File: config.mk
export PLATFORM = sky130hd
export DESIGN_NAME = cold_tone_curve_pixel_map
export DESIGN_NICKNAME = d
export VERILOG_FILES = /design/src/rtl/ctcpm_pkg.sv /design/src/rtl/cold_tone_curve_pixel_map.sv
export VERILOG_INCLUDE_DIRS = /design/src /design/src/rtl
export SDC_FILE = /design/constraint.sdc
export NUM_CORES = 2
export LEC_CHECK = 0
export BUFFER_PORTS_ARGS = -buffer_cell sky130_fd_sc_hd__buf_2
export CORE_MARGIN = 2
export CORE_UTILIZATION = 45
export DETAILED_ROUTE_END_ITERATION = 8
export PLACE_DENSITY = 0.63
export SLEW_MARGIN = 40
export SYNTH_ARGS = -nofsm -noshare
export SYNTH_HDL_FRONTEND = slang
export SYNTH_MEMORY_MAX_BITS = 65536
export SYNTH_SLANG_ARGS = --single-unit
File: constraint.sdc
create_clock -name clk_i -period 48.3 [get_ports clk_i]
set_clock_uncertainty 0.2 [all_clocks]
set_input_delay 9.66 -clock clk_i [delete_from_list [all_inputs] [get_ports clk_i]]
set_output_delay 9.66 -clock clk_i [all_outputs]
set_load 0.01 [all_outputs]
File: src/rtl/cold_tone_curve_pixel_map_defines.svh
// Assertion macros for the tone curve block.
`ifndef COLD_TONE_CURVE_PIXEL_MAP_DEFINES_SVH
`define COLD_TONE_CURVE_PIXEL_MAP_DEFINES_SVH

// Same-cycle implication under reset.
`define CTC_ASSERT_NOW(label, clk, rst_n, ante, cons, msg) \
  label: assert property (@(posedge clk) disable iff (!(rst_n)) (ante) |-> (cons)) \
    else $error(msg);

// Next-cycle implication under reset.
`define CTC_ASSERT_NEXT(label, clk, rst_n, ante, cons, msg) \
  label: assert property (@(posedge clk) disable iff (!(rst_n)) (ante) |=> (cons)) \
    else $error(msg);

`endif

File: src/rtl/ctcpm_pkg.sv
`default_nettype none

package ctcpm_pkg;

  localparam int unsigned KnotCountDefault = 6;
  localparam int unsigned KnotRegCount     = 6;
  localparam int unsigned CfgWidth         = 8 * KnotRegCount;
  localparam int unsigned CfgIndexWidth    = 2;
  localparam int unsigned LevelWidth       = 8;
  localparam int unsigned LutDepth         = 1 << LevelWidth;
  localparam int unsigned DivBits          = 2 * LevelWidth;
  localparam int unsigned StepWidth        = $clog2(DivBits);

  localparam logic [CfgWidth-1:0] KnotInputsReset = 48'hFFC896643200;
  localparam logic [CfgWidth-1:0] RedOutputsReset = 48'hFF964B281400;
  localparam logic [CfgWidth-1:0] BlueOutputsReset = 48'hFFDCBE965000;

  localparam logic [CfgIndexWidth-1:0] CfgKnotInputs  = 2'd0;
  localparam logic [CfgIndexWidth-1:0] CfgRedOutputs  = 2'd1;
  localparam logic [CfgIndexWidth-1:0] CfgBlueOutputs = 2'd2;

  // Channel slots in the curve datapath.
  localparam int unsigned ChBlue  = 0;
  localparam int unsigned ChRed   = 1;
  localparam int unsigned ChCount = 2;

  typedef struct packed {
    logic [LevelWidth-1:0] blue_in;
    logic [LevelWidth-1:0] green_in;
    logic [LevelWidth-1:0] red_in;
    logic [LevelWidth-1:0] alpha_in;
  } pixel_in_t;

  typedef struct packed {
    logic [LevelWidth-1:0] blue_out;
    logic [LevelWidth-1:0] green_out;
    logic [LevelWidth-1:0] red_out;
    logic [LevelWidth-1:0] alpha_out;
  } pixel_out_t;

  typedef struct packed {
    logic [LevelWidth-1:0] dval;
    logic                  neg;
    logic [LevelWidth-1:0] ylo;
  } chan_eval_t;

  // Knots past the register width read as zero.
  function automatic logic [LevelWidth-1:0] knot_byte(logic [CfgWidth-1:0] r,
                                                      int unsigned k);
    logic [LevelWidth-1:0] b;
    b = '0;
    if (k < KnotRegCount) begin
      b = r[k*LevelWidth +: LevelWidth];
    end
    return b;
  endfunction

endpackage

`default_nettype wire

File: src/rtl/cold_tone_curve_pixel_map.sv
// Maps red and blue of each BGRA pixel through two piecewise-linear tone curves
// that share one set of knot levels; green and alpha pass through. The curves
// live in two 256-entry lookup memories (one per channel) indexed by the input
// level, so the pixel path takes one pixel per clock, once the tables are built and
// while the output is not stalled, through a lookup stage and an output register.
// After reset and after every configuration write the tables are rebuilt by a
// sequencer that evaluates one level at a time through a 16-step shift-subtract
// divider, and in_ready_o stays low until the rebuild is done. Configuration
// writes are always taken and restart the rebuild; an unmapped index stores nothing.
`default_nettype none

`include "cold_tone_curve_pixel_map_defines.svh"

module cold_tone_curve_pixel_map
  import ctcpm_pkg::*;
#(
  parameter int unsigned KNOT_COUNT = KnotCountDefault
) (
  input  wire logic                     clk_i,
  input  wire logic                     rst_ni,
  input  wire logic                     cfg_valid_i,
  output      logic                     cfg_ready_o,
  input  wire logic [CfgIndexWidth-1:0] cfg_index_i,
  input  wire logic [CfgWidth-1:0]      cfg_data_i,
  input  wire logic                     in_valid_i,
  output      logic                     in_ready_o,
  input  wire pixel_in_t                in_pixel_i,
  output      logic                     out_valid_o,
  input  wire logic                     out_ready_i,
  output      pixel_out_t               out_pixel_o
);

  localparam int unsigned KW = $clog2(KNOT_COUNT);
  localparam logic [KW-1:0] LastKnot = KW'(KNOT_COUNT - 1);

  typedef enum logic [1:0] {
    SeqEval,
    SeqDiv,
    SeqWrite,
    SeqDone
  } seq_state_e;

  // Configuration registers
  logic [CfgWidth-1:0] knot_x_q, red_y_q, blue_y_q;
  logic                cfg_accept;

  assign cfg_ready_o = 1'b1;
  assign cfg_accept  = cfg_valid_i & cfg_ready_o;

  always_ff @(posedge clk_i or negedge rst_ni) begin
    if (!rst_ni) begin
      knot_x_q <= KnotInputsReset;
      red_y_q  <= RedOutputsReset;
      blue_y_q <= BlueOutputsReset;
    end else if (cfg_accept) begin
      case (cfg_index_i)
        CfgKnotInputs:  knot_x_q <= cfg_data_i;
        CfgRedOutputs:  red_y_q  <= cfg_data_i;
        CfgBlueOutputs: blue_y_q <= cfg_data_i;
        default: ;
      endcase
    end
  end

  // Table rebuild sequencer
  seq_state_e              seq_state_q;
  logic [LevelWidth-1:0]   seq_a_q;
  logic [StepWidth-1:0]    step_q;
  logic                    built;

  logic                    direct_q;
  logic [LevelWidth-1:0]   den_q;
  chan_eval_t              chan_q   [ChCount];
  logic [LevelWidth-1:0]   rem_q    [ChCount];
  logic [DivBits-1:0]      quo_q    [ChCount];

  logic [LevelWidth-1:0]   xs       [KNOT_COUNT];
  logic [LevelWidth-1:0]   ys       [ChCount][KNOT_COUNT];
  logic [KW-1:0]           j_idx, jm1_idx;
  logic                    found;
  logic                    direct_d;
  logic [LevelWidth-1:0]   den_d, da_d;
  chan_eval_t              chan_d   [ChCount];
  logic [DivBits-1:0]      mag_d    [ChCount];
  logic [LevelWidth-1:0]   rem_d    [ChCount];
  logic [DivBits-1:0]      quo_d    [ChCount];
  logic [LevelWidth-1:0]   res      [ChCount];
  logic                    wr_en;

  assign built = (seq_state_q == SeqDone);
  assign wr_en = (seq_state_q == SeqWrite);

  always_comb begin
    logic [LevelWidth:0]   dy;
    logic [LevelWidth-1:0] dy_abs;
    for (int k = 0; k < KNOT_COUNT; k++) begin
      xs[k]        = knot_byte(knot_x_q, k);
      ys[ChBlue][k] = knot_byte(blue_y_q, k);
      ys[ChRed][k]  = knot_byte(red_y_q, k);
    end
    found = 1'b0;
    j_idx = '0;
    for (int k = KNOT_COUNT - 1; k >= 0; k--) begin
      if (xs[k] >= seq_a_q) begin
        found = 1'b1;
        j_idx = KW'(k);
      end
    end
    jm1_idx  = (j_idx == '0) ? '0 : j_idx - 1'b1;
    direct_d = !found || (xs[j_idx] == seq_a_q) || (j_idx == '0);
    den_d    = xs[j_idx] - xs[jm1_idx];
    da_d     = seq_a_q - xs[jm1_idx];
    for (int c = 0; c < ChCount; c++) begin
      dy              = {1'b0, ys[c][j_idx]} - {1'b0, ys[c][jm1_idx]};
      dy_abs          = dy[LevelWidth] ? LevelWidth'(-dy) : dy[LevelWidth-1:0];
      chan_d[c].dval  = found ? ys[c][j_idx] : ys[c][LastKnot];
      chan_d[c].neg   = dy[LevelWidth];
      chan_d[c].ylo   = ys[c][jm1_idx];
      mag_d[c]        = DivBits'(dy_abs) * DivBits'(da_d);
    end
  end

  // One restoring divide step per channel
  always_comb begin
    logic [LevelWidth:0] rs;
    logic                ge;
    for (int c = 0; c < ChCount; c++) begin
      rs       = {rem_q[c], quo_q[c][DivBits-1]};
      ge       = (rs >= {1'b0, den_q});
      rem_d[c] = ge ? LevelWidth'(rs - {1'b0, den_q}) : rs[LevelWidth-1:0];
      quo_d[c] = {quo_q[c][DivBits-2:0], ge};
    end
  end

  // Floor toward minus infinity on a falling segment
  always_comb begin
    logic [LevelWidth-1:0] q;
    for (int c = 0; c < ChCount; c++) begin
      q = quo_q[c][LevelWidth-1:0]
          + LevelWidth'(chan_q[c].neg && (rem_q[c] != '0));
      if (direct_q) begin
        res[c] = chan_q[c].dval;
      end else if (chan_q[c].neg) begin
        res[c] = chan_q[c].ylo - q;
      end else begin
        res[c] = chan_q[c].ylo + q;
      end
    end
  end

  always_ff @(posedge clk_i or negedge rst_ni) begin
    if (!rst_ni) begin
      seq_state_q <= SeqEval;
      seq_a_q     <= '0;
      step_q      <= '0;
    end else if (cfg_accept) begin
      seq_state_q <= SeqEval;
      seq_a_q     <= '0;
      step_q      <= '0;
    end else begin
      case (seq_state_q)
        SeqEval: begin
          seq_state_q <= SeqDiv;
          step_q      <= '0;
        end
        SeqDiv: begin
          step_q <= step_q + 1'b1;
          if (step_q == StepWidth'(DivBits - 1)) begin
            seq_state_q <= SeqWrite;
          end
        end
        SeqWrite: begin
          seq_a_q <= seq_a_q + 1'b1;
          if (seq_a_q == LevelWidth'(LutDepth - 1)) begin
            seq_state_q <= SeqDone;
          end else begin
            seq_state_q <= SeqEval;
          end
        end
        SeqDone: ;
        default: seq_state_q <= SeqEval;
      endcase
    end
  end

  always_ff @(posedge clk_i) begin
    if (seq_state_q == SeqEval) begin
      direct_q <= direct_d;
      den_q    <= den_d;
      for (int c = 0; c < ChCount; c++) begin
        chan_q[c] <= chan_d[c];
        rem_q[c]  <= '0;
        quo_q[c]  <= mag_d[c];
      end
    end else if (seq_state_q == SeqDiv) begin
      for (int c = 0; c < ChCount; c++) begin
        rem_q[c] <= rem_d[c];
        quo_q[c] <= quo_d[c];
      end
    end
  end

  // Curve tables; writes only while rebuilding, reads only once built
  logic [LevelWidth-1:0] blue_lut [LutDepth];
  logic [LevelWidth-1:0] red_lut  [LutDepth];
  logic [LevelWidth-1:0] blue_rd_q, red_rd_q;
  logic                  in_accept;

  assign in_accept = in_valid_i & in_ready_o;

  always_ff @(posedge clk_i) begin
    if (wr_en) begin
      blue_lut[seq_a_q] <= res[ChBlue];
      red_lut[seq_a_q]  <= res[ChRed];
    end
    if (in_accept) begin
      blue_rd_q <= blue_lut[in_pixel_i.blue_in];
      red_rd_q  <= red_lut[in_pixel_i.red_in];
    end
  end

  // Pixel pipeline: lookup stage then output register
  logic                  s1_valid_q, out_valid_q;
  logic [LevelWidth-1:0] s1_green_q, s1_alpha_q;
  pixel_out_t            out_q;
  logic                  s1_move;

  assign s1_move     = s1_valid_q & (~out_valid_q | out_ready_i);
  assign in_ready_o  = built & (~s1_valid_q | s1_move);
  assign out_valid_o = out_valid_q;
  assign out_pixel_o = out_q;

  always_ff @(posedge clk_i or negedge rst_ni) begin
    if (!rst_ni) begin
      s1_valid_q  <= 1'b0;
      out_valid_q <= 1'b0;
    end else begin
      s1_valid_q  <= in_accept | (s1_valid_q & ~s1_move);
      out_valid_q <= s1_move | (out_valid_q & ~out_ready_i);
    end
  end

  always_ff @(posedge clk_i) begin
    if (in_accept) begin
      s1_green_q <= in_pixel_i.green_in;
      s1_alpha_q <= in_pixel_i.alpha_in;
    end
    if (s1_move) begin
      out_q.blue_out  <= blue_rd_q;
      out_q.green_out <= s1_green_q;
      out_q.red_out   <= red_rd_q;
      out_q.alpha_out <= s1_alpha_q;
    end
  end

  `CTC_ASSERT_NOW(a_no_rd_during_wr, clk_i, rst_ni, wr_en, !in_accept, "pixel accepted during table rebuild")
  `CTC_ASSERT_NEXT(a_cfg_restarts, clk_i, rst_ni, cfg_accept, (seq_state_q == SeqEval) && (seq_a_q == '0), "config write did not restart rebuild")
  `CTC_ASSERT_NOW(a_rem_blue, clk_i, rst_ni, (seq_state_q == SeqDiv) && !direct_q, rem_q[ChBlue] < den_q, "blue divider remainder out of range")
  `CTC_ASSERT_NOW(a_rem_red, clk_i, rst_ni, (seq_state_q == SeqDiv) && !direct_q, rem_q[ChRed] < den_q, "red divider remainder out of range")
  `CTC_ASSERT_NEXT(a_accept_to_s1, clk_i, rst_ni, in_accept, s1_valid_q, "accepted pixel lost before lookup stage")

endmodule

`default_nettype wire

==> reports/metrics.cfg <==
[synthesis]
synthTopCellsByArea=edfxtp_1, mux4_2, ha_1, dfrtp_1, mux2_2
synth_top_area_share=0.714
synth_most_common_cell=edfxtp_1
synth-edff-count=4251
synth_seq_cells=4411
yosysWarnings=0
seq_area_frac_synth=0.737
avgSynthCellArea_sq_um=21.8
synth_common_cells=edfxtp_1, mux4_2, nor2_1
synth_ff_type=edfxtp_1
syn_inst=8204
yosysTopAreaCell=edfxtp_1
synthDistinctLibCells=76
synthesis.area_sq_mm=0.179
syn-num-nets=8570
synthArstFlopShare=0.0363

[drt]
drt-initial-drc-count=10100
via_per_inst=5.97
vias=85600
drc=0
drt-total-wl_um=438000
wire_per_inst_um=30.5
ant_nets=0
drt_pass1_iterations=8

[placement]
dp_hpwl_um=259000
port_buffers=120
place_congestion=0.866

[grt]
grt_pass1_vias=86700
grt_max_degree=193
grt_pass1_wl_um=625000
grt_util_all_layers=0.217
overflow=0
antenna_found_initial=30

[clock_tree]
cts.path.max_buffers=4
htreeDepth=5
clock-sinks=4411
cts_buffers=436
cts_resized=0
clk_pin_slew_ns=0.06
postCtsSetupBuffers=0
hold_buffers=0
cts-root-buf=clkbuf_16
insertion_delay_ns=0.96
cts_tree=done

[critical_path]
critPathLaunchType=input port
critPathKind=in2out
worst-r2r-cell-count=41
end_kind=primary output
crit_start=out_ready_i
rrSetupSlack_ns=34.74
crit_arrival_ns=10.42
reg2reg_from=seq_a_q[7]
reg2reg_to=quo_q[0][15]
required_ns=38.44
critPathMaxFanout=4

[cells_and_area]
drive_gt1_frac=0.311
num-fill-cells=30400
areaGrowthSynthToFinish_pct=13.2
seqCellArea_sq_mm=0.132
nNetsFinal=9081
multi_input_area_sq_mm=0.0451

[sta]
setup_violations=0
period_share=0.420
setup_tns_ns=0
tightestPinTransition_ns=0.894
slew_headroom=0.404
hold_viol=0
rsz0062_at_grt=no
finalCriticalPeriod_ns=20.28
max_freq_ghz=0.0493
slew_violations=0

[floorplanning]
initial_core_util=0.452
die_x_um=634
core.rowCount=231
die_h_um=634
core_sq_mm=0.396
ioPinCount=122
fp.dieArea_sq_mm=0.402

[flow_run]
maxCapViolations=0

[worst_hold_path]
min_to=out_pixel_o[19]
hold_class=reg2reg
holdPathStages=0
hp-start=s1_green_q[3]

[outcome]
status=finished, final reports clean

## logic make-up after synthesis
family / count (synthesis) / synth area share
adder cells (fa/ha/maj): 279 / 0.0229
XOR/XNOR: 117 / 0.00578
AND/OR/NAND/NOR: 844 / 0.0199
buffers and inverters: 619 / 0.0140
multiplexers: 1614 / 0.188
other: 1 / 0.0000210
flip-flops: 4411 / 0.737
AO/OA/AOI/OAI: 319 / 0.0116
## layer usage
layer,track usage,up-vias,share of wire
li1,-,35100,-
met1,0.300,46200,0.40
met2,0.355,3534,0.49
met3,0.0375,690,0.078
met4,0.0648,10,0.032
met5,0,-,0.00015
## critical path, stage by stage
cell	delay [ns]
buf_2	0.10
nor2b_1	0.31
a21boi_0	0.17
buf_2	0.17
## worst max path at each step
| stage | to | slack, ns | cells past startpoint |
|---|---|---|---|
| 2_1_floorplan | in_ready_o | 28.39 | 2 |
| 3_3_place_gp | in_ready_o | 27.96 | 4 |
| 3_5_place_dp | in_ready_o | 28.01 | 4 |
| 4_1_cts | in_ready_o | 28.01 | 4 |
| 5_1_grt | in_ready_o | 27.96 | 4 |
| 6_report | in_ready_o | 28.02 | 4 |
## metrics by stage
step                hold WS [ns]   util  setup WS, ns  instance area (sq um)  cells
CTS                        0.220  0.510         28.01                 202000  14300
floorplan                  0.200      -         28.39                 179000   8204
global route               0.240  0.511         27.96                 202000  14300
global placement           0.206  0.473         27.96                 187000  13500
finish                     0.218  0.511         28.02                 202000  14300
detailed placement         0.207  0.475         28.01                 188000  13500
## state kept, by name (all words and copies together) (netlist names), 16 cells and up
register and cells:
blue_lut 2048, red_lut 2048, blue_y_q 48, knot_x_q 48, red_y_q 48, chan_q 34, out_pixel_o 32, quo_q 32
rem_q 16
## layout make-up
| type | instances | share of cell area |
|---|---|---|
| Antenna cell | 20 | 0.000247 |
| Clock buffer | 543 | 0.0569 |
| Clock inverter | 261 | 0.0114 |
| Inverter | 194 | 0.00361 |
| Multi-Input combinational cell | 3174 | 0.223 |
| Sequential cell | 4411 | 0.651 |
| Tap cell | 5242 | 0.0324 |
| Timing Repair Buffer | 498 | 0.0211 |
## cell usage in the layout, fill, tap and decap left out, types with 67 or more instances in the layout
cell type	n
ha_1	195
mux2_2	160
xnor2_1	68
fa_1	80
dfrtp_1	94
clkbuf_1	96
o21ai_0	88
clkinv_2	82
clkinv_1	113
a21oi_1	67
nor2_1	413
clkbuf_16	444
edfxtp_1	4251
buf_2	109
inv_1	191
mux4_2	1384
buf_4	306
nand2_1	198
Power is left out: the tool's default activity adds up to more than one toggle a clock period on the data nets, which glitch-free logic cannot reach.
